## src/rtl/prcr_pkg.sv

```systemverilog
// Shared types and constants of the predictive region cache refresh block
`timescale 1ns / 1ps
package prcr_pkg;

  // list masks
  localparam logic [4:0] ALL_LISTS     = 5'h1C;
  localparam logic [4:0] SPATIAL_LISTS = 5'h0C;
  localparam logic [4:0] OBJECT_LIST   = 5'h10;
  localparam logic [4:0] MASK_RESET    = 5'h1C;

  // Q16.16 constants
  localparam logic [31:0] JUMP_LIMIT = 32'd327680;   // 5.0
  localparam logic [32:0] RADIUS_CAP = 33'd1638400;  // 25.0
  localparam logic [32:0] RADIUS_PAD = 33'd6554;     // 0.1
  localparam logic [30:0] RADIUS_MAX = 31'h7FFF_FFFF;

  // reciprocal of ten, scaled by 2^RECIP_SHIFT, for x / 10 with x < 2^35
  localparam logic [35:0] RECIP_TEN   = 36'd54975581389;
  localparam int          RECIP_SHIFT = 39;

  typedef enum logic [1:0] {
    OP_REFRESH    = 2'd0,
    OP_INVALIDATE = 2'd1,
    OP_CLEAR      = 2'd2,
    OP_NONE       = 2'd3
  } op_t;

  typedef enum logic [1:0] {
    MS_AXIS  = 2'd0,
    MS_BOUND = 2'd1,
    MS_TEN   = 2'd2
  } mul_sel_t;

  typedef enum logic [3:0] {
    ST_IDLE,
    ST_DECODE,
    ST_TEN_GO,
    ST_TEN_WAIT,
    ST_AX_GO,
    ST_AX_WAIT,
    ST_BND_GO,
    ST_BND_WAIT,
    ST_PREDICT,
    ST_SQ_GO,
    ST_SQ_WAIT,
    ST_COMMIT
  } state_t;

  typedef struct packed {
    logic [1:0]         operation;
    logic signed [31:0] point_x;
    logic signed [31:0] point_y;
    logic signed [31:0] point_z;
    logic [30:0]        sphere_radius;
    logic               predictive;
    logic               world_valid;
  } in_t;

  typedef struct packed {
    logic [4:0]         empty_mask;
    logic [4:0]         refill_mask;
    logic signed [31:0] region_x;
    logic signed [31:0] region_y;
    logic signed [31:0] region_z;
    logic [30:0]        region_radius;
    logic               region_ready;
  } out_t;

  // controller to datapath
  typedef struct packed {
    logic       capture;
    logic       mul_start;
    mul_sel_t   mul_sel;
    logic [1:0] axis;
    logic       use_last;
    logic       acc_clr;
    logic       acc_add;
    logic       cmp_save;
    logic       quo_save;
    logic       sqrt_start;
    logic       commit;
  } cmd_t;

  // datapath to controller
  typedef struct packed {
    op_t  op;
    logic world;
    logic pred;
    logic init;
    logic size_ge_r;
    logic upd_full;
    logic mul_done;
    logic sqrt_done;
  } status_t;

endpackage

```

## src/rtl/prcr_ctrl.sv

```systemverilog
// Controller: sequences the products, square root and commit of one transaction
`timescale 1ns / 1ps
module prcr_ctrl (
  input  logic              clk,
  input  logic              rst_n,
  input  logic              in_valid,
  output logic              in_ready,
  output logic              out_valid,
  input  logic              out_ready,
  input  prcr_pkg::status_t st,
  output prcr_pkg::cmd_t    cmd
);
  import prcr_pkg::*;

  state_t     state_r, state_nxt;
  logic [1:0] axis_r, axis_nxt;
  logic       phase_r, phase_nxt;
  logic       out_valid_r, out_valid_nxt;
  logic       free;

  assign free = !out_valid_r || out_ready;

  // next state
  always_comb begin
    state_nxt = state_r;
    axis_nxt  = axis_r;
    phase_nxt = phase_r;
    case (state_r)
      ST_IDLE: if (in_valid) state_nxt = ST_DECODE;
      ST_DECODE: begin
        axis_nxt  = 2'd0;
        phase_nxt = 1'b0;
        if (st.op == OP_REFRESH && st.world) state_nxt = ST_TEN_GO;
        else if (st.op == OP_INVALIDATE)     state_nxt = ST_AX_GO;
        else                                 state_nxt = ST_COMMIT;
      end
      ST_TEN_GO: state_nxt = ST_TEN_WAIT;
      ST_TEN_WAIT: begin
        if (st.mul_done) begin
          if (st.init && st.size_ge_r) state_nxt = ST_AX_GO;
          else                         state_nxt = ST_PREDICT;
        end
      end
      ST_AX_GO: state_nxt = ST_AX_WAIT;
      ST_AX_WAIT: begin
        if (st.mul_done) begin
          if (axis_r == 2'd2) begin
            axis_nxt  = 2'd0;
            state_nxt = phase_r ? ST_SQ_GO : ST_BND_GO;
          end else begin
            axis_nxt  = axis_r + 2'd1;
            state_nxt = ST_AX_GO;
          end
        end
      end
      ST_BND_GO: state_nxt = ST_BND_WAIT;
      ST_BND_WAIT: if (st.mul_done) state_nxt = ST_PREDICT;
      ST_PREDICT: begin
        if (st.op == OP_REFRESH && st.pred && st.init && st.upd_full) begin
          phase_nxt = 1'b1;
          state_nxt = ST_AX_GO;
        end else begin
          state_nxt = ST_COMMIT;
        end
      end
      ST_SQ_GO: state_nxt = ST_SQ_WAIT;
      ST_SQ_WAIT: if (st.sqrt_done) state_nxt = ST_COMMIT;
      ST_COMMIT: if (free) state_nxt = ST_IDLE;
      default: state_nxt = ST_IDLE;
    endcase
  end

  // datapath commands
  always_comb begin
    cmd            = '0;
    cmd.mul_sel    = MS_AXIS;
    cmd.axis       = axis_r;
    cmd.use_last   = phase_r;
    in_ready       = 1'b0;
    case (state_r)
      ST_IDLE: begin
        in_ready    = 1'b1;
        cmd.capture = in_valid;
      end
      ST_TEN_GO: begin
        cmd.mul_start = 1'b1;
        cmd.mul_sel   = MS_TEN;
      end
      ST_TEN_WAIT: cmd.quo_save = st.mul_done;
      ST_AX_GO: begin
        cmd.mul_start = 1'b1;
        cmd.acc_clr   = (axis_r == 2'd0);
      end
      ST_AX_WAIT: cmd.acc_add = st.mul_done;
      ST_BND_GO: begin
        cmd.mul_start = 1'b1;
        cmd.mul_sel   = MS_BOUND;
      end
      ST_BND_WAIT: cmd.cmp_save = st.mul_done;
      ST_SQ_GO: cmd.sqrt_start = 1'b1;
      ST_COMMIT: cmd.commit = free;
      default: cmd.capture = 1'b0;
    endcase
  end

  // result valid flag
  always_comb begin
    out_valid_nxt = out_valid_r;
    if (out_valid_r && out_ready) out_valid_nxt = 1'b0;
    if (cmd.commit) out_valid_nxt = 1'b1;
  end

  always_ff @(posedge clk) begin
    if (!rst_n) begin
      state_r     <= ST_IDLE;
      axis_r      <= 2'd0;
      phase_r     <= 1'b0;
      out_valid_r <= 1'b0;
    end else begin
      state_r     <= state_nxt;
      axis_r      <= axis_nxt;
      phase_r     <= phase_nxt;
      out_valid_r <= out_valid_nxt;
    end
  end

  assign out_valid = out_valid_r;

  // a waiting result is never overwritten
  a_no_overwrite: assert property (@(posedge clk) disable iff (!rst_n)
    cmd.commit |-> (!out_valid_r || out_ready))
    else $error("result overwritten while stalled");

  // an accepted transaction is decoded next
  a_accept_decode: assert property (@(posedge clk) disable iff (!rst_n)
    (in_valid && in_ready) |=> (state_r == ST_DECODE))
    else $error("accepted transaction not decoded");

  // product completions arrive only while a product is awaited
  a_mul_done_wait: assert property (@(posedge clk) disable iff (!rst_n)
    st.mul_done |-> (state_r == ST_TEN_WAIT || state_r == ST_AX_WAIT ||
                     state_r == ST_BND_WAIT))
    else $error("unexpected product completion");

  // a new result appears only from a commit
  a_valid_from_commit: assert property (@(posedge clk) disable iff (!rst_n)
    $rose(out_valid_r) |-> $past(cmd.commit))
    else $error("result valid without commit");

  // axis counter stays within three axes
  a_axis_range: assert property (@(posedge clk) disable iff (!rst_n)
    axis_r != 2'd3)
    else $error("axis counter out of range");
endmodule

```

## config.mk

```make
export PLATFORM = sky130hd
export DESIGN_NAME = prcr_ctrl
export DESIGN_NICKNAME = d
export VERILOG_FILES = /design/src/rtl/prcr_pkg.sv /design/src/rtl/prcr_ctrl.sv
export SDC_FILE = /design/constraint.sdc
export NUM_CORES = 1
export LEC_CHECK = 0
export ABC_AREA = 1
export ABC_CLOCK_PERIOD_IN_PS = 1400
export BUFFER_PORTS_ARGS = -buffer_cell sky130_fd_sc_hd__buf_2
export CORE_MARGIN = 4
export CORE_UTILIZATION = 40
export CTS_BUF_LIST = sky130_fd_sc_hd__clkbuf_4 sky130_fd_sc_hd__clkbuf_8
export CTS_CLUSTER_DIAMETER = 150
export DETAILED_ROUTE_END_ITERATION = 16
export HOLD_SLACK_MARGIN = 0.12
export PLACE_DENSITY = 0.77
export SYNTH_ARGS = -nofsm -noshare
export SYNTH_HDL_FRONTEND = slang
export SYNTH_SLANG_ARGS = --single-unit
```

## constraint.sdc

```tcl
create_clock -name clk -period 1.4 [get_ports clk]
set_input_delay 0.21 -clock clk [delete_from_list [all_inputs] [get_ports clk]]
set_output_delay 0.21 -clock clk [all_outputs]
set_load 0.01 [all_outputs]
```

# Word-level counts from Yosys, hierarchy flattened
# Cells that the tools add are included.
# Widths: inputs -> output; s select.
[classes] add_sub_neg=1 n_eq_ne=20 n_mux=30 n_reduce_logical=18
[op_table] op="$mux 4" n=12
[op_table] op="$pmux 4 s12" n=1
[op_table] op="$eq 4x3->1 const B" n=4
[op_table] op="$eq 4x4->1 const B" n=4
[op_table] op="$ne 2x2->1 const B" n=7
[op_table] op="$mux 1" n=12
[op_table] op="$eq 4x2->1 const B" n=2
[op_table] op="$pmux 2 s2" n=2
[op_table] op="$logic_and 1x1->1" n=6
[op_table] op="$reduce_and 6->1" n=1
[op_table] op="$reduce_bool 2->1" n=3
[op_table] op="$eq 4x1->1 const B" n=1
[op_table] op="$logic_not 2->1" n=2
[op_table] op="$logic_not 4->1" n=1
[op_table] op="$mux 2" n=2
[op_table] op="$reduce_and 2->1" n=2
[op_table] op="$reduce_or 3->1" n=1
[op_table] op="$add 2x1->2 const B" n=1
[op_table] op="$eq 2x1->1 const B" n=1
[op_table] op="$eq 2x2->1 const B" n=1
[op_table] op="$pmux 1 s2" n=1
[op_table] op="$logic_not 1->1" n=1
[op_table] op="$logic_or 1x1->1" n=1
[totals] ff_bits=8 in_bits=13 output_inout_bits=15 word_cells=73

# Logic depth before layout (Yosys ltp)
[logic_depth] depth_word=6 ltp_mapped=10 mapped_depth_nobuf=9

# Worst setup path after synthesis
# Ideal clock, no wire load.
[synth_timing] path_kind="register -> register" from="register state_r[0]" to="register state_r[1]" setup_ns=0.119 t_arrival_ns=1.066 required_time_ns=1.281 slack_ns=0.215 stages_incl_launch_ff=10 path_buffers=1 period_less_slack_ns=1.185 path_cell_list="dfxtp_1 -> buf_6 -> nor2_4 -> inv_2 -> nor2_2 -> nand2_2 -> nand3_2 -> nor2_4 -> nand2_1 -> a21oi_2"
[synth_between] elab_chain_cells=3 word_cells_on_any_way=20 classes_between="eq/ne: 17; mux: 1; reduce/logical: 2"
[synth_rtl] item="start: declaration" line_no="prcr_ctrl.sv:15" source="state_t state_r, state_nxt;"
[synth_rtl] item="start signal: assignment" line_no="prcr_ctrl.sv:120" source="state_r <= state_nxt;"
[synth_rtl] item="$eq 4x4->1, or another cell as far along" line_no="prcr_ctrl.sv:28" source="case (state_r)"
[synth_rtl] item="$ne 2x2->1 (no line)"
[synth_rtl] item="$reduce_and 6->1 (no line)"
# Several ways; a longest one is shown, not always the timed one.
# A chain may end at the register's enable or synchronous reset.

==> impl_summary.log <==
[metrics] TritonCTS clock tree: built
[metrics] Die Y: 52.29 um
[metrics] WP data arrival: 1210 ps
[metrics] Post-Synthesis Cell Area: 784.5 um^2
[metrics] clock-pin slew reported for the worst setup and hold paths after clock tree synthesis: 60 ps
[metrics] maximum level of the CTS H-tree: 1
[metrics] total die area: 2734 um^2
[metrics] number of antenna violations at the first check in global routing: 0
[metrics] overall overflow remaining after global route: 0
[metrics] Filler Cells Inserted: 162
[metrics] r2r startpoint: state_r[2]
[metrics] CTS Hold Bufs: 0
[metrics] final count of pins violating max slew: 0
[metrics] number of violations reported at the end of detailed-routing iteration 0: 48
[metrics] clock tree sinks: 8
[metrics] count of pins on the block boundary: 28
[metrics] final weighted congestion in routability-driven placement: 0.8696
[metrics] residual antenna-violating net count after detailed routing: 0
[metrics] wire per inst: 12.17 um
[metrics] setup repair after global routing missed its margin: true
[metrics] routed length on met1: 983 um
[metrics] initial cell density of the core: 44.00%
[metrics] number of hold-slack violations in the final timing report: 0
[metrics] Min-Delay Path Class: input pin to register
[metrics] power density relative to cell area: 1629 nW/um^2
[metrics] number of instances in the synthesized netlist: 136
[metrics] critical path class: register to primary output
[metrics] startpoint of the tightest hold check path: rst_n
[metrics] max-cap check violation count: 0
[metrics] Worst setup startpoint: state_r[1]
[metrics] die width: 52.29 um
[metrics] DRT Wirelength: 2507 um
[metrics] synthesis-stage register bit count: 8
[metrics] tightest slew margin relative to the limit: 81.98%
[metrics] via/cell ratio: 4.947
[metrics] Clock Skew: 3.656 ps
[metrics] layout net count: 196
[metrics] largest vdd supply drop: 1.009 mV
[metrics] length of routed met3 wiring: 157 um
[metrics] half-perimeter wire length after placement: 1756 um
[metrics] total track usage: 19.43%
[metrics] number of iterations in the first detailed-routing pass: 4
[metrics] maximum number of pins on one net before global-route repair: 8
[metrics] category of the worst setup path capture point: primary output
[metrics] ordered cell list for the critical path: nor2_4, nand2_4, nor3_4, buf_2
[metrics] final period demand of the worst path: 1424 ps
[metrics] first-pass GRT wire length: 4008 um
[metrics] number of standard cells in the layout, taps in and fillers out: 206
[metrics] mean cell area of the mapped netlist: 5.768 um^2
[metrics] delay contributed by the slowest stage of the critical path: 370 ps
[metrics] leakage dissipation: 0.6628 nW
[metrics] layout cell share with drive strength beyond 1: 51.93%
[metrics] Longest Clk Path Bufs: 2
[metrics] startpoint kind of the worst setup timing path: register
[metrics] met2 WL: 1307 um
[metrics] cts bufs inserted: 3
[metrics] portion of the post-synthesis area used by sequential elements: 20.41%
[metrics] count of endpoints failing setup in the final report: 3
[metrics] Buffers on Ports: 27
[metrics] violated checks: negative setup slack
[metrics] worst-skew pair later-pin latency: 250 ps
[metrics] Place WS: 91.53 ps
[metrics] Achievable Freq: 702.3 MHz
[metrics] Post-Place Cells: 186
[metrics] DR vias: 1019
[metrics] highest routed metal layer: met4
[metrics] critical path data required time: 1190 ps
[metrics] min setup slack post-route: -23.82 ps
[metrics] synth warn: 0
[metrics] maximum fanout count along the critical path: 4
[metrics] CTS Root Buffer Type: sky130_fd_sc_hd__clkbuf_4
[metrics] drc violations: 0
[metrics] vias in the first global route: 961
[metrics] critical-path cell with the highest stage delay: sky130_fd_sc_hd__dfxtp_4
[metrics] Inserted Diodes: 0
[metrics] Core Footprint: 1783 um^2
[metrics] slew at the pin closest to its max-slew limit: 267.5 ps
[metrics] run status: finished with violations
[metrics] number of rows created at floorplan: 15
[metrics] Netlist cell types: 20
[metrics] number of nets produced by synthesis: 149
[metrics] portion of the clock cycle consumed by the worst path in the final layout: 101.7%
[metrics] signed area change from the synthesized netlist to the final layout: 54.55%
cell families after synthesis:
family / Yosys count / synth area share [%]
DFF: 8 / 20.41
buffers and inverters: 30 / 16.59
and+or+nand+nor: 87 / 55.18
AOI/OAI and AO/OA: 11 / 7.815
area by class of cell:
| cell class | count | area [um^2] | share of cell area (%) |
|---|---|---|---|
| clock buffer | 3 | 22.52 | 1.858 |
| inverter | 27 | 111.4 | 9.185 |
| multi-input combinational | 98 | 578.1 | 47.68 |
| sequential | 8 | 172.7 | 14.24 |
| tap | 25 | 31.28 | 2.580 |
| timing repair buffer | 45 | 296.5 | 24.46 |
worst max-delay path, delay by kind of cell, from the launching register on:
kind	cells	cell delay, ps
simple gates	3	430
buf+inv	1	150
flops	1	370
cell usage in the layout, fill, tap and decap left out:
master,count
sky130_fd_sc_hd__nand2_1,31
sky130_fd_sc_hd__buf_2,24
sky130_fd_sc_hd__inv_1,16
sky130_fd_sc_hd__nor2_1,16
sky130_fd_sc_hd__buf_4,16
sky130_fd_sc_hd__nand2_2,9
sky130_fd_sc_hd__inv_2,8
sky130_fd_sc_hd__nor2_4,8
sky130_fd_sc_hd__nand3_1,7
sky130_fd_sc_hd__a21oi_1,5
sky130_fd_sc_hd__buf_6,5
sky130_fd_sc_hd__nor2_2,4
sky130_fd_sc_hd__dfxtp_1,4
sky130_fd_sc_hd__nor3_1,3
sky130_fd_sc_hd__clkbuf_4,3
sky130_fd_sc_hd__dfxtp_4,3
sky130_fd_sc_hd__nor3_2,2
sky130_fd_sc_hd__nand2_4,2
sky130_fd_sc_hd__nand2_8,2
sky130_fd_sc_hd__inv_4,2
sky130_fd_sc_hd__nand3_2,2
sky130_fd_sc_hd__o21ai_1,2
sky130_fd_sc_hd__o21ai_0,2
sky130_fd_sc_hd__inv_6,1
sky130_fd_sc_hd__nor3_4,1
sky130_fd_sc_hd__a21oi_2,1
sky130_fd_sc_hd__a211oi_1,1
sky130_fd_sc_hd__dfxtp_2,1
worst paths after layout:
check	endpoint	slack (ps)	cells after the start
worst max-delay path	cmd[5]	-20	4
worst min-delay path	axis_r[1]	210	3
worst max register to register	state_r[1]	20	9
worst min register to register	phase_r	500	2
sequential cells by signal (all words and copies together), names as in the netlist:
signal and count:
phase_r 1, out_valid 1, axis_r 2, state_r 4
timing repair:
action / CTS / global route
cloned: 0 / 0
gates resized for setup: 15 / 23
setup endpoints to repair: 6 / 15
buffers inserted: 9 / 9
pin swaps: 5 / 10
report_power, final:
part | total (mW) | internal (mW) | leakage, nW | switching [mW]
sequential | 0.443 | 0.309 | 0.0678 | 0.134
combinational | 1.36 | 0.593 | 0.581 | 0.764
clock | 0.175 | 0.0980 | 0.0138 | 0.0771
synth_stat cells:
master                      n  area share [%]
sky130_fd_sc_hd__o21ai_0    2             1.3
sky130_fd_sc_hd__dfxtp_1    8              20
sky130_fd_sc_hd__a211oi_1   1            0.96
sky130_fd_sc_hd__inv_4      1            0.80
sky130_fd_sc_hd__buf_4      2             1.9
sky130_fd_sc_hd__a21oi_1    5             3.2
sky130_fd_sc_hd__nor3_1     6             3.8
sky130_fd_sc_hd__o21ai_1    2             1.3
sky130_fd_sc_hd__a21oi_2    1             1.1
sky130_fd_sc_hd__nor2_1    19             9.1
sky130_fd_sc_hd__nand3_1    8             5.1
sky130_fd_sc_hd__nand3_2    1             1.3
sky130_fd_sc_hd__nand2_4    1             1.4
sky130_fd_sc_hd__inv_1     20             9.6
sky130_fd_sc_hd__buf_6      1             1.4
sky130_fd_sc_hd__nor2_4     7              10
sky130_fd_sc_hd__nand2_1   36              17
sky130_fd_sc_hd__nor2_2     2             1.6
sky130_fd_sc_hd__nand2_2    7             5.6
sky130_fd_sc_hd__inv_2      6             2.9
through the flow:
step	utilization [%]	hold WS (ps)	TNS, ps	power [mW]	area (um^2)
after global routing	68.00	223.9	-712.0	2.124	1212
after detailed placement	52.98	471.7	0	1.354	944.7
after floorplan	-	348.9	0	1.086	784.5
after CTS	60.28	211.1	-82.31	1.698	1075
after global placement	52.98	465.4	0	1.327	944.7
final	68.00	213.7	-34.57	1.975	1212
per-layer routing:
layer  GRT usage (%)  up-vias
met5               0        -
met4           8.936        0
met3           3.134        8
met2           35.54       52
met1           21.51      453
li1                -      506
Note: power is estimated with default switching activity, not from simulation.
