## config.mk

```make
export PLATFORM = sky130hd
export DESIGN_NAME = prcr_dp
export DESIGN_NICKNAME = d
export VERILOG_FILES = /design/src/rtl/prcr_pkg.sv /design/src/rtl/prcr_mul.sv /design/src/rtl/prcr_sqrt.sv /design/src/rtl/prcr_dp.sv
export SDC_FILE = /design/constraint.sdc
export NUM_CORES = 2
export LEC_CHECK = 0
export ABC_CLOCK_PERIOD_IN_PS = 12100
export BUFFER_PORTS_ARGS = -buffer_cell sky130_fd_sc_hd__buf_4
export CAP_MARGIN = 20
export CORE_AREA = 8 8 396 398
export CTS_CLUSTER_SIZE = 14
export DETAILED_ROUTE_END_ITERATION = 8
export DIE_AREA = 0 0 404 406
export PLACE_DENSITY = 0.82
export SKIP_LAST_GASP = 1
export SLEW_MARGIN = 5
export SYNTH_ARGS = -nofsm -noshare
export SYNTH_HDL_FRONTEND = slang
export SYNTH_SLANG_ARGS = --single-unit
```

## constraint.sdc

```tcl
create_clock -name clk -period 12.1 [get_ports clk]
set_input_delay 1.815 -clock clk [delete_from_list [all_inputs] [get_ports clk]]
set_output_delay 1.815 -clock clk [all_outputs]
set_load 0.01 [all_outputs]
```

## src/rtl/prcr_pkg.sv

```systemverilog
// Shared types and constants of the predictive region cache refresh block
`timescale 1ns / 1ps
package prcr_pkg;

  // list masks
  localparam logic [4:0] ALL_LISTS     = 5'h1C;
  localparam logic [4:0] SPATIAL_LISTS = 5'h0C;
  localparam logic [4:0] OBJECT_LIST   = 5'h10;
  localparam logic [4:0] MASK_RESET    = 5'h1C;

  // Q16.16 constants
  localparam logic [31:0] JUMP_LIMIT = 32'd327680;   // 5.0
  localparam logic [32:0] RADIUS_CAP = 33'd1638400;  // 25.0
  localparam logic [32:0] RADIUS_PAD = 33'd6554;     // 0.1
  localparam logic [30:0] RADIUS_MAX = 31'h7FFF_FFFF;

  // reciprocal of ten, scaled by 2^RECIP_SHIFT, for x / 10 with x < 2^35
  localparam logic [35:0] RECIP_TEN   = 36'd54975581389;
  localparam int          RECIP_SHIFT = 39;

  typedef enum logic [1:0] {
    OP_REFRESH    = 2'd0,
    OP_INVALIDATE = 2'd1,
    OP_CLEAR      = 2'd2,
    OP_NONE       = 2'd3
  } op_t;

  typedef enum logic [1:0] {
    MS_AXIS  = 2'd0,
    MS_BOUND = 2'd1,
    MS_TEN   = 2'd2
  } mul_sel_t;

  typedef enum logic [3:0] {
    ST_IDLE,
    ST_DECODE,
    ST_TEN_GO,
    ST_TEN_WAIT,
    ST_AX_GO,
    ST_AX_WAIT,
    ST_BND_GO,
    ST_BND_WAIT,
    ST_PREDICT,
    ST_SQ_GO,
    ST_SQ_WAIT,
    ST_COMMIT
  } state_t;

  typedef struct packed {
    logic [1:0]         operation;
    logic signed [31:0] point_x;
    logic signed [31:0] point_y;
    logic signed [31:0] point_z;
    logic [30:0]        sphere_radius;
    logic               predictive;
    logic               world_valid;
  } in_t;

  typedef struct packed {
    logic [4:0]         empty_mask;
    logic [4:0]         refill_mask;
    logic signed [31:0] region_x;
    logic signed [31:0] region_y;
    logic signed [31:0] region_z;
    logic [30:0]        region_radius;
    logic               region_ready;
  } out_t;

  // controller to datapath
  typedef struct packed {
    logic       capture;
    logic       mul_start;
    mul_sel_t   mul_sel;
    logic [1:0] axis;
    logic       use_last;
    logic       acc_clr;
    logic       acc_add;
    logic       cmp_save;
    logic       quo_save;
    logic       sqrt_start;
    logic       commit;
  } cmd_t;

  // datapath to controller
  typedef struct packed {
    op_t  op;
    logic world;
    logic pred;
    logic init;
    logic size_ge_r;
    logic upd_full;
    logic mul_done;
    logic sqrt_done;
  } status_t;

endpackage

```

## src/rtl/prcr_mul.sv

```systemverilog
// Shift-and-add unsigned multiplier, one operand bit per cycle
`timescale 1ns / 1ps
module prcr_mul #(
  parameter int W = 37
) (
  input  logic           clk,
  input  logic           rst_n,
  input  logic           start,
  input  logic [W-1:0]   a,
  input  logic [W-1:0]   b,
  output logic           done,
  output logic [2*W-1:0] prod
);
  localparam int CNTW = $clog2(W + 1);
  localparam logic [CNTW-1:0] ITER = CNTW'(W);

  logic [2*W-1:0] a_r, a_nxt, prod_r, prod_nxt;
  logic [W-1:0]   b_r, b_nxt;
  logic [CNTW-1:0] cnt_r, cnt_nxt;
  logic busy_r, busy_nxt, done_r, done_nxt;

  // iteration step
  always_comb begin
    a_nxt    = a_r;
    b_nxt    = b_r;
    prod_nxt = prod_r;
    cnt_nxt  = cnt_r;
    busy_nxt = busy_r;
    done_nxt = 1'b0;
    if (start) begin
      a_nxt    = {{W{1'b0}}, a};
      b_nxt    = b;
      prod_nxt = '0;
      cnt_nxt  = ITER;
      busy_nxt = 1'b1;
    end else if (busy_r) begin
      if (b_r[0]) prod_nxt = prod_r + a_r;
      a_nxt   = {a_r[2*W-2:0], 1'b0};
      b_nxt   = {1'b0, b_r[W-1:1]};
      cnt_nxt = cnt_r - 1'b1;
      if (cnt_r == CNTW'(1)) begin
        busy_nxt = 1'b0;
        done_nxt = 1'b1;
      end
    end
  end

  // control registers
  always_ff @(posedge clk) begin
    if (!rst_n) begin
      busy_r <= 1'b0;
      done_r <= 1'b0;
    end else begin
      busy_r <= busy_nxt;
      done_r <= done_nxt;
    end
  end

  // operand registers
  always_ff @(posedge clk) begin
    a_r    <= a_nxt;
    b_r    <= b_nxt;
    prod_r <= prod_nxt;
    cnt_r  <= cnt_nxt;
  end

  assign done = done_r;
  assign prod = prod_r;
endmodule

```

## src/rtl/prcr_sqrt.sv

```systemverilog
// Digit-by-digit integer square root, one result bit per cycle
`timescale 1ns / 1ps
module prcr_sqrt #(
  parameter int W = 76
) (
  input  logic           clk,
  input  logic           rst_n,
  input  logic           start,
  input  logic [W-1:0]   x,
  output logic           done,
  output logic [W/2-1:0] root
);
  localparam int CNTW = $clog2(W / 2 + 1);
  localparam logic [CNTW-1:0] ITER = CNTW'(W / 2);

  logic [W-1:0] op_r, op_nxt, res_r, res_nxt, one_r, one_nxt, trial;
  logic [CNTW-1:0] cnt_r, cnt_nxt;
  logic busy_r, busy_nxt, done_r, done_nxt;

  assign trial = res_r + one_r;

  // iteration step
  always_comb begin
    op_nxt   = op_r;
    res_nxt  = res_r;
    one_nxt  = one_r;
    cnt_nxt  = cnt_r;
    busy_nxt = busy_r;
    done_nxt = 1'b0;
    if (start) begin
      op_nxt   = x;
      res_nxt  = '0;
      one_nxt  = {2'b01, {(W-2){1'b0}}};
      cnt_nxt  = ITER;
      busy_nxt = 1'b1;
    end else if (busy_r) begin
      if (op_r >= trial) begin
        op_nxt  = op_r - trial;
        res_nxt = {1'b0, res_r[W-1:1]} + one_r;
      end else begin
        res_nxt = {1'b0, res_r[W-1:1]};
      end
      one_nxt = {2'b00, one_r[W-1:2]};
      cnt_nxt = cnt_r - 1'b1;
      if (cnt_r == CNTW'(1)) begin
        busy_nxt = 1'b0;
        done_nxt = 1'b1;
      end
    end
  end

  // control registers
  always_ff @(posedge clk) begin
    if (!rst_n) begin
      busy_r <= 1'b0;
      done_r <= 1'b0;
    end else begin
      busy_r <= busy_nxt;
      done_r <= done_nxt;
    end
  end

  // working registers
  always_ff @(posedge clk) begin
    op_r  <= op_nxt;
    res_r <= res_nxt;
    one_r <= one_nxt;
    cnt_r <= cnt_nxt;
  end

  assign done = done_r;
  assign root = res_r[W/2-1:0];
endmodule

```

## src/rtl/prcr_dp.sv

```systemverilog
// Datapath: region state, distance products, square root and result register
`timescale 1ns / 1ps
module prcr_dp #(
  parameter int CW = 32
) (
  input  logic                  clk,
  input  logic                  rst_n,
  input  prcr_pkg::in_t         in_data,
  input  logic                  cfg_wr_en,
  input  logic [4:0]            cfg_wr_data,
  input  prcr_pkg::cmd_t        cmd,
  output prcr_pkg::status_t     st,
  output prcr_pkg::out_t        out_data
);
  import prcr_pkg::*;

  localparam int XW = (CW > 32) ? CW : 32;      // common coordinate width
  localparam int DW = XW + 1;                   // difference width
  localparam int MW = (DW > 37) ? DW : 37;      // multiplier operand width
  localparam int PW = 2 * MW;
  localparam int SW = PW + 2;                   // sum of three squares
  localparam int RW = SW / 2;
  localparam int EW = ((CW > 37) ? CW : 37) + 1;  // width before centre saturation

  in_t                item_r;
  logic [4:0]         mask_r;
  logic signed [CW-1:0] centre_r [3];
  logic signed [CW-1:0] centre_nxt [3];
  logic signed [31:0] last_r [3];
  logic signed [31:0] last_nxt [3];
  logic signed [31:0] pnt [3];
  logic [30:0]        size_r, size_nxt;
  logic               init_r, init_nxt;
  logic [SW-1:0]      acc_r;
  logic               lt_r;
  logic [34:0]        quo_r;
  out_t               out_r;

  logic [MW-1:0]      mul_a, mul_b;
  logic               mul_done;
  logic [PW-1:0]      prod;
  logic               sqrt_done;
  logic [RW-1:0]      vel;

  logic signed [DW-1:0] p_sel, b_sel, diff;
  logic [DW-1:0]      mag;
  logic [31:0]        bound;
  logic [34:0]        r11;
  logic [4:0]         upd, empty, refill;
  logic [30:0]        plain_rad;
  logic [32:0]        pred_rad;
  logic               jump;
  op_t                op;

  // saturate to the centre width
  function automatic logic signed [CW-1:0] sat_c(input logic signed [EW-1:0] v);
    logic signed [EW-1:0] hi, lo;
    hi = {{(EW-CW+1){1'b0}}, {(CW-1){1'b1}}};
    lo = {{(EW-CW+1){1'b1}}, {(CW-1){1'b0}}};
    if (v > hi)      sat_c = hi[CW-1:0];
    else if (v < lo) sat_c = lo[CW-1:0];
    else             sat_c = v[CW-1:0];
  endfunction

  assign pnt[0] = item_r.point_x;
  assign pnt[1] = item_r.point_y;
  assign pnt[2] = item_r.point_z;
  assign op     = op_t'(item_r.operation);

  // axis select for the distance products
  always_comb begin
    case (cmd.axis)
      2'd1: begin
        p_sel = DW'(pnt[1]);
        b_sel = cmd.use_last ? DW'(last_r[1]) : DW'(centre_r[1]);
      end
      2'd2: begin
        p_sel = DW'(pnt[2]);
        b_sel = cmd.use_last ? DW'(last_r[2]) : DW'(centre_r[2]);
      end
      default: begin
        p_sel = DW'(pnt[0]);
        b_sel = cmd.use_last ? DW'(last_r[0]) : DW'(centre_r[0]);
      end
    endcase
  end

  assign diff  = p_sel - b_sel;
  assign mag   = diff[DW-1] ? DW'(-diff) : DW'(diff);
  assign bound = (op == OP_REFRESH) ? {1'b0, size_r - item_r.sphere_radius}
                                    : {1'b0, size_r} + {1'b0, item_r.sphere_radius};
  assign r11   = {item_r.sphere_radius, 3'b000} + {3'b000, item_r.sphere_radius, 1'b0}
               + {4'b0000, item_r.sphere_radius};

  // multiplier operand select
  always_comb begin
    case (cmd.mul_sel)
      MS_BOUND: begin
        mul_a = MW'(bound);
        mul_b = MW'(bound);
      end
      MS_TEN: begin
        mul_a = MW'(r11);
        mul_b = MW'(RECIP_TEN);
      end
      default: begin
        mul_a = MW'(mag);
        mul_b = MW'(mag);
      end
    endcase
  end

  prcr_mul #(.W(MW)) u_mul (
    .clk   (clk),
    .rst_n (rst_n),
    .start (cmd.mul_start),
    .a     (mul_a),
    .b     (mul_b),
    .done  (mul_done),
    .prod  (prod)
  );

  prcr_sqrt #(.W(SW)) u_sqrt (
    .clk   (clk),
    .rst_n (rst_n),
    .start (cmd.sqrt_start),
    .x     (acc_r),
    .done  (sqrt_done),
    .root  (vel)
  );

  // update mask from the containment result
  assign upd = (mask_r & OBJECT_LIST) | (lt_r ? 5'd0 : (mask_r & SPATIAL_LISTS));

  // status to the controller
  always_comb begin
    st.op        = op;
    st.world     = item_r.world_valid;
    st.pred      = item_r.predictive;
    st.init      = init_r;
    st.size_ge_r = (size_r >= item_r.sphere_radius);
    st.upd_full  = (upd == mask_r);
    st.mul_done  = mul_done;
    st.sqrt_done = sqrt_done;
  end

  // resize candidates
  assign plain_rad = (quo_r > 35'(RADIUS_MAX)) ? RADIUS_MAX : quo_r[30:0];
  assign jump      = (vel > RW'(JUMP_LIMIT));
  always_comb begin
    logic [20:0] v5;
    logic [32:0] rad;
    v5       = {1'b0, vel[19:0]} + {vel[18:0], 2'b00};
    rad      = 33'(item_r.sphere_radius) + 33'(v5[20:1]) + RADIUS_PAD;
    pred_rad = (rad > RADIUS_CAP) ? RADIUS_CAP : rad;
  end

  // next region state at commit
  always_comb begin
    logic signed [32:0] d;
    logic signed [35:0] t, q;
    logic signed [36:0] s;
    logic resize, predict;
    empty   = 5'd0;
    refill  = 5'd0;
    size_nxt = size_r;
    init_nxt = init_r;
    resize  = 1'b0;
    predict = 1'b0;
    for (int i = 0; i < 3; i++) begin
      centre_nxt[i] = centre_r[i];
      last_nxt[i]   = last_r[i];
    end
    case (op)
      OP_REFRESH: begin
        if (!item_r.world_valid) begin
          empty = ALL_LISTS;
        end else begin
          if (upd != 5'd0) begin
            empty    = upd;
            refill   = upd;
            init_nxt = 1'b1;
            resize   = (upd == mask_r);
            predict  = item_r.predictive && init_r && !jump;
          end
          if (item_r.predictive) begin
            for (int i = 0; i < 3; i++) last_nxt[i] = pnt[i];
          end
        end
      end
      OP_INVALIDATE: begin
        if (lt_r && init_r) begin
          init_nxt = 1'b0;
          empty    = ALL_LISTS;
        end
      end
      OP_CLEAR: begin
        if (init_r) begin
          init_nxt = 1'b0;
          empty    = ALL_LISTS;
        end
      end
      default: begin
        empty = 5'd0;
      end
    endcase
    if (resize) begin
      for (int i = 0; i < 3; i++) begin
        d = 33'(pnt[i]) - 33'(last_r[i]);
        t = (36'(d) <<< 2) + 36'(d);
        // halve toward zero: add one to negatives before the arithmetic shift
        q = (t + $signed({35'd0, t[35]})) >>> 1;
        s = 37'(pnt[i]) + 37'(q);
        centre_nxt[i] = predict ? sat_c(EW'(s)) : sat_c(EW'(pnt[i]));
      end
      size_nxt = predict ? pred_rad[30:0] : plain_rad;
    end
  end

  // configuration and region state
  always_ff @(posedge clk) begin
    if (!rst_n) begin
      mask_r <= MASK_RESET;
      size_r <= '0;
      init_r <= 1'b0;
      for (int i = 0; i < 3; i++) begin
        centre_r[i] <= '0;
        last_r[i]   <= '0;
      end
    end else begin
      if (cfg_wr_en) mask_r <= cfg_wr_data;
      if (cmd.commit) begin
        size_r <= size_nxt;
        init_r <= init_nxt;
        for (int i = 0; i < 3; i++) begin
          centre_r[i] <= centre_nxt[i];
          last_r[i]   <= last_nxt[i];
        end
      end
    end
  end

  // working registers and result register
  always_ff @(posedge clk) begin
    if (cmd.capture) item_r <= in_data;
    if (cmd.capture) lt_r <= 1'b0;
    else if (cmd.cmp_save) lt_r <= (acc_r < SW'(prod));
    if (cmd.acc_clr) acc_r <= '0;
    else if (cmd.acc_add) acc_r <= acc_r + SW'(prod);
    if (cmd.quo_save) quo_r <= prod[RECIP_SHIFT +: 35];
    if (cmd.commit) begin
      out_r.empty_mask    <= empty;
      out_r.refill_mask   <= refill;
      out_r.region_x      <= 32'(centre_nxt[0]);
      out_r.region_y      <= 32'(centre_nxt[1]);
      out_r.region_z      <= 32'(centre_nxt[2]);
      out_r.region_radius <= size_nxt;
      out_r.region_ready  <= init_nxt;
    end
  end

  assign out_data = out_r;
endmodule

```

# ---- Word-level counts from Yosys, hierarchy flattened
# Memories as Yosys holds them, arrays and structs flattened.
# Cells that the tools add are included.
dict set report totals {
  regBits 809
  elab_cells 188
  memories 2
  output_inout_bits 147
  ram_bits 192
}
# memory depth width rd rd_clocked_by_memory_dff wr line
set mem_list {}
lappend mem_list {centre_r 3 32 3 0 3 prcr_dp.sv:27} ;# logic signed [CW-1:0] centre_r [3];
lappend mem_list {last_r 3 32 3 0 3 prcr_dp.sv:29} ;# logic signed [31:0] last_r [3];
dict set report classes {
  reduce_logical 14
  add_sub_neg 28
  n_lt_le_gt_ge 18
  n_bitwise 10
  n_eq_ne 9
  mux 74
}
# operator count
set op_table {}
lappend op_table {{32-bit two-way mux} 22}
lappend op_table {{96-bit two-way mux} 4}
lappend op_table {{76-bit two-way mux} 4}
lappend op_table {{37-bit two-way mux} 4}
lappend op_table {{33-bit two-way mux} 4}
lappend op_table {{33-bit one-hot mux with 2 select lines} 2}
lappend op_table {{31-bit two-way mux} 4}
lappend op_table {{32-bit by 35-bit adder with 36-bit output} 3}
lappend op_table {{35-bit by 33-bit adder with 36-bit output} 3}
lappend op_table {{36-bit by 2-bit adder with 36-bit output} 3}
lappend op_table {{36-bit by 32-bit > comparator with 1-bit output, second input constant} 3}
lappend op_table {{36-bit by 32-bit < comparator with 1-bit output, second input constant} 3}
lappend op_table {{32-bit by 32-bit subtractor with 33-bit output} 3}
lappend op_table {{32-bit > comparator, second input constant} 3}
lappend op_table {{32-bit < comparator, second input constant} 3}
lappend op_table {{75-bit by 75-bit adder with 76-bit output} 1}
lappend op_table {{76-bit by 74-bit adder with 76-bit output} 1}
lappend op_table {{76-bit by 75-bit adder with 76-bit output} 1}
lappend op_table {{76-bit >= comparator} 1}
lappend op_table {{76-bit by 74-bit < comparator with 1-bit output} 1}
lappend op_table {{76-bit subtractor} 1}
lappend op_table {{74-bit adder} 1}
lappend op_table {{36-bit one-hot mux with 2 select lines} 1}
lappend op_table {{35-bit one-hot mux with 2 select lines} 1}
lappend op_table {{other kinds (33)} 76}

# ---- Logic depth before layout (Yosys ltp)
# An unclocked memory read counts as a cell.
dict set report logic_depth {
  word_depth 11
  depth_mapped 45
  mapped_depth_nobuf 43
}

# ---- Modules after synthesis
# A second synthesis with hierarchy kept.
dict set report hier_totals {
  hier_cells 10732
  hier_area_um2 90431.7
}
# mod n_inst cells_per_inst seq_area_each_um2 area_each_um2
set modules_own_cells {}
lappend modules_own_cells {prcr_dp 1 7130 17056.4 60596.9}
lappend modules_own_cells {prcr_sqrt 1 2353 4724.5 18406.4}
lappend modules_own_cells {prcr_mul 1 1249 4604.4 11428.5}

# ---- Least setup slack after synthesis
# OpenSTA, ideal clock, no wires.
dict set report synth_path {
  path_type {reg-to-reg}
  start {register u_sqrt.res_r[2]}
  end {register u_sqrt.op_r[0] (enable)}
  path_slack_ns 0.779
  period_less_slack_ns 11.321
  path_buffers 4
  stages_incl_launch_ff 29
  t_arrival_ns 10.706
  path_cell_list {dfxtp_1 > ha_1 > a31oi_1 > o21bai_1 > a31oi_1 > o21ai_0 > a41oi_1 > o31ai_1 > a31oi_1 > nor2_1 > nor2_1 > o21ai_0 > a31oi_1 > nor2_1 > nor2_1 > xor2_1 > ha_1 > clkbuf_1 > nand4_1 > nor4_1 > nand3_1 > a2bb2oi_1 > o21bai_1 > a311oi_1 > a31o_2 > clkbuf_1 > clkbuf_1 > buf_2 > o21ai_0}
}
dict set report synth_via {
  elab_chain_cells 4
}
# item line
set synth_lines {}
lappend synth_lines {{from (decl)} prcr_sqrt.sv:16} ;# logic [W-1:0] op_r, op_nxt, res_r, res_nxt, one_r, one_nxt, trial;
lappend synth_lines {{from (signal assigned)} prcr_sqrt.sv:66} ;# res_r <= res_nxt;
lappend synth_lines {{76-bit by 75-bit adder with 76-bit output} prcr_sqrt.sv:20} ;# assign trial = res_r + one_r;
lappend synth_lines {{76-bit >= comparator} prcr_sqrt.sv:37} ;# if (op_r >= trial) begin
lappend synth_lines {{2-bit nonzero test (no source line)} -}
lappend synth_lines {{2-bit AND reduction (no source line)} -}
lappend synth_lines {{to (signal assigned)} prcr_sqrt.sv:65} ;# op_r <= op_nxt;
lappend synth_lines {{to (decl)} prcr_sqrt.sv:16}
# No other way between the ends.
# A chain may end at the register's enable or synchronous reset.

==> metrics.cfg <==
[synth]
yosys.cell_types.count=101
ys_seq_elements=996
synth_ff_type=edfxtp_1
synthCells=10300
yosys.area.top_type=edfxtp_1
yosysSeqAreaShare_pct=30.3
yosysWarnings=0
netlist_top_cells_count=nor2_1 (995), nand2_1 (950), a21oi_1 (910)
synth_area_sq_um=86900
postSynthAreaPerCell_sq_um=8.39
synth.most_common_cell=nor2_1
async_flop_share_pct=0
yosys.area.top_type_share_pct=22.2
synth-edff-count=641
synthTopCellsByArea=edfxtp_1 (22%), ha_1 (13%), dfxtp_1 (8.2%)

[critical_path]
ff2ff_path_depth=36
cp-end-kind=register
criticalPathCategory=register to register
crit_required_ps=12730
regToRegSetupSlack_ps=1470
cp-start-kind=register
worstPathMaxFanout=20
r2r-end=centre_r[0][42]
critPathSlowestCell=a41o_1
r2r-start=item_r[65]
max_stage_delay_ps=840
arrival_ps=11260

[detailed_routing]
vias_per_cell=6.56
via_count=82000
drtIter0Drc=10300
post_drt_wl_per_cell_microns=23.9
drc_errors=0
routed_wirelength_microns=299000
dr.pass1.iters=7
ant_nets=0

[cts]
cts_hold_buffers=0
cts_setup_buffers=0
cts_max_path_buffers=3
post_cts_resized=0
cts_made_buffers=113
clk_pin_slew_ps=70
cts_tree=done
clock_latency_ps=780
ctsHtreeMaxLevel=3
root_buffer=clkbuf_16
clkSinkCount=996

[die]
ios=299
fp-row-count=143
dieHeight_microns=406
dieArea_sq_um=164000
fp.dieW_microns=404
start_util_pct=57.7
core_region_area_sq_um=151000

[pwr]
combPwrFrac_pct=60.1
irDropWorstVdd_uv=180
p_seq_share_pct=22.5
internal_power_w=0.0109
p_leak_nw=39.5
power_density_nw_per_um2=216
clock_power_share_pct=17.4
p_sw_share_pct=46.5
p_switching_w=0.00944
p_total_w=0.0203

[sta]
setup_viol=0
max_slew_margin_pct=-7.41
period_needed_ps=10630
finalHoldViolations=0
skew_ps=38.2
fin_crit_sh_pct=87.9
fin_tns_setup_ps=0
worstMarginPinSlew_ps=1610
setup_ws_ps=1470
rsz0062_at_grt=no
fmax_mhz=94.1
slew_violations=2

[status]
status=finished, violations left
violations=max-slew violations

[worst_hold_path]
whs_endpoint=u_mul.prod[3]
min-delay-start=u_mul.prod[3]
min_path_cells=2
hold_class=register to register

[placement]
placed_cells=12300
dp_slack_ps=1840
port_buffers=294
gp_congestion=1.04
dp_hpwl_microns=229000

[layout]
syn2layout_area_growth_pct=8.45
fin_util_pct=62.5
nets=11400
drive_above_1_share_pct=7.03
fin_cells=12500
n_fill_cell=12900

[flow_run]
cap_violations=0

[grt]
gr-total-overflow=0
grt_pass1_vias=76100
grt_pass1_wl_microns=449000
track_usage_pct=34.5
grt_max_degree=121
grt_antenna_before_repair=18

layout by cell type, fill, tap and decap left out, types with 71 or more instances in the layout:
cell type and count:
a211oi_1 159, a21o_1 391, a21oi_1 910, a31oi_1 154
and2_1 119, and3_1 173, buf_4 350, clkbuf_16 116
dfxtp_1 353, edfxtp_1 641, ha_1 870, inv_1 507
mux2_2 73, mux2i_1 140, nand2_1 948, nand2b_1 111
nand3_1 162, nand4_1 134, nor2_1 993, nor2b_1 121
nor3_1 182, o21a_1 113, o21ai_0 681, o21bai_1 145
or3_1 71, xnor2_1 507, xor2_1 260
worst max-delay path, delay by kind of cell (launching register included):
| family | cells | cell delay (ps) |
|---|---|---|
| xor gates and xnor gates | 3 | 540 |
| and+or+nand+nor | 9 | 1830 |
| DFF | 1 | 450 |
| buffers and inverters | 2 | 610 |
| AOI/OAI and AO/OA | 18 | 5820 |
| adders and majority gates | 4 | 1180 |
metrics by stage:
step	hold WS (ps)	cell area (sq um)
after floorplan	434	86900
after global routing	524	94200
final	511	94200
after global placement	481	90400
after detailed placement	497	90400
after CTS	509	94100
flip-flops by register name, indices dropped and copies added (netlist names), 74 cells and up:
register	count
acc_r	76
u_mul.prod	74
last_r	96
u_sqrt.res_r	76
u_sqrt.op_r	76
centre_r	96
u_mul.a_r	74
item_r	127
out_data	134
cells by family after synthesis:
kind of cell | count (synthesis) | share of synthesized area (%)
DFF | 996 | 30.3
AOI/OAI and AO/OA | 3238 | 23.9
other | 1 | 0.00432
muxes | 213 | 2.56
and+or+nand+nor | 3240 | 17.5
buffers and inverters | 973 | 4.28
adders and majority gates | 919 | 13.6
xor gates and xnor gates | 769 | 7.79
power groups by stage:
| stage | Combinational, W | Sequential (W) | Clock (W) |
|---|---|---|---|
| 6_report | 0.0122 | 0.00457 | 0.00354 |
| 5_1_grt | 0.0133 | 0.00460 | 0.00368 |
| 4_1_cts | 0.0118 | 0.00455 | 0.00356 |
| 3_5_place_dp | 0.0117 | 0.00462 | 0 |
| 3_3_place_gp | 0.0115 | 0.00461 | 0 |
| 2_1_floorplan | 0.00910 | 0.00443 | 0 |
worst max-delay path by stage:
stage	from	slack [ps]	cells after the start	end
finish	item_r[65]	1470	36	centre_r[0][42]
global placement	item_r[65]	2160	38	centre_r[0][42]
detailed placement	item_r[65]	1840	39	centre_r[0][42]
CTS	item_r[65]	1800	39	centre_r[0][42]
global route	item_r[65]	690	39	centre_r[0][42]
floorplan	u_sqrt.res_r[2]	780	28	u_sqrt.op_r[0]
layer usage:
layer	up-vias	track usage (%)	wire [microns]
li1	37900	-	-
met3	837	8.42	33900
met2	4503	51.3	125000
met1	38800	46.6	122000
met5	-	0	41
met4	6	17.6	18100
area by class of cell:
type                       count  area, sq um  share of cell area, %
clock inverter                61          589                  0.626
inverter                     511         1920                   2.04
tap                         2030         2540                   2.70
antenna                        9         22.5                 0.0239
sequential                   996        26400                   28.0
timing repair buffer         359         2750                   2.92
multi-input combinational   8383        56900                   60.4
clock buffer                 151         3140                   3.34
No activity file was read; power rests on OpenSTA's default activity.
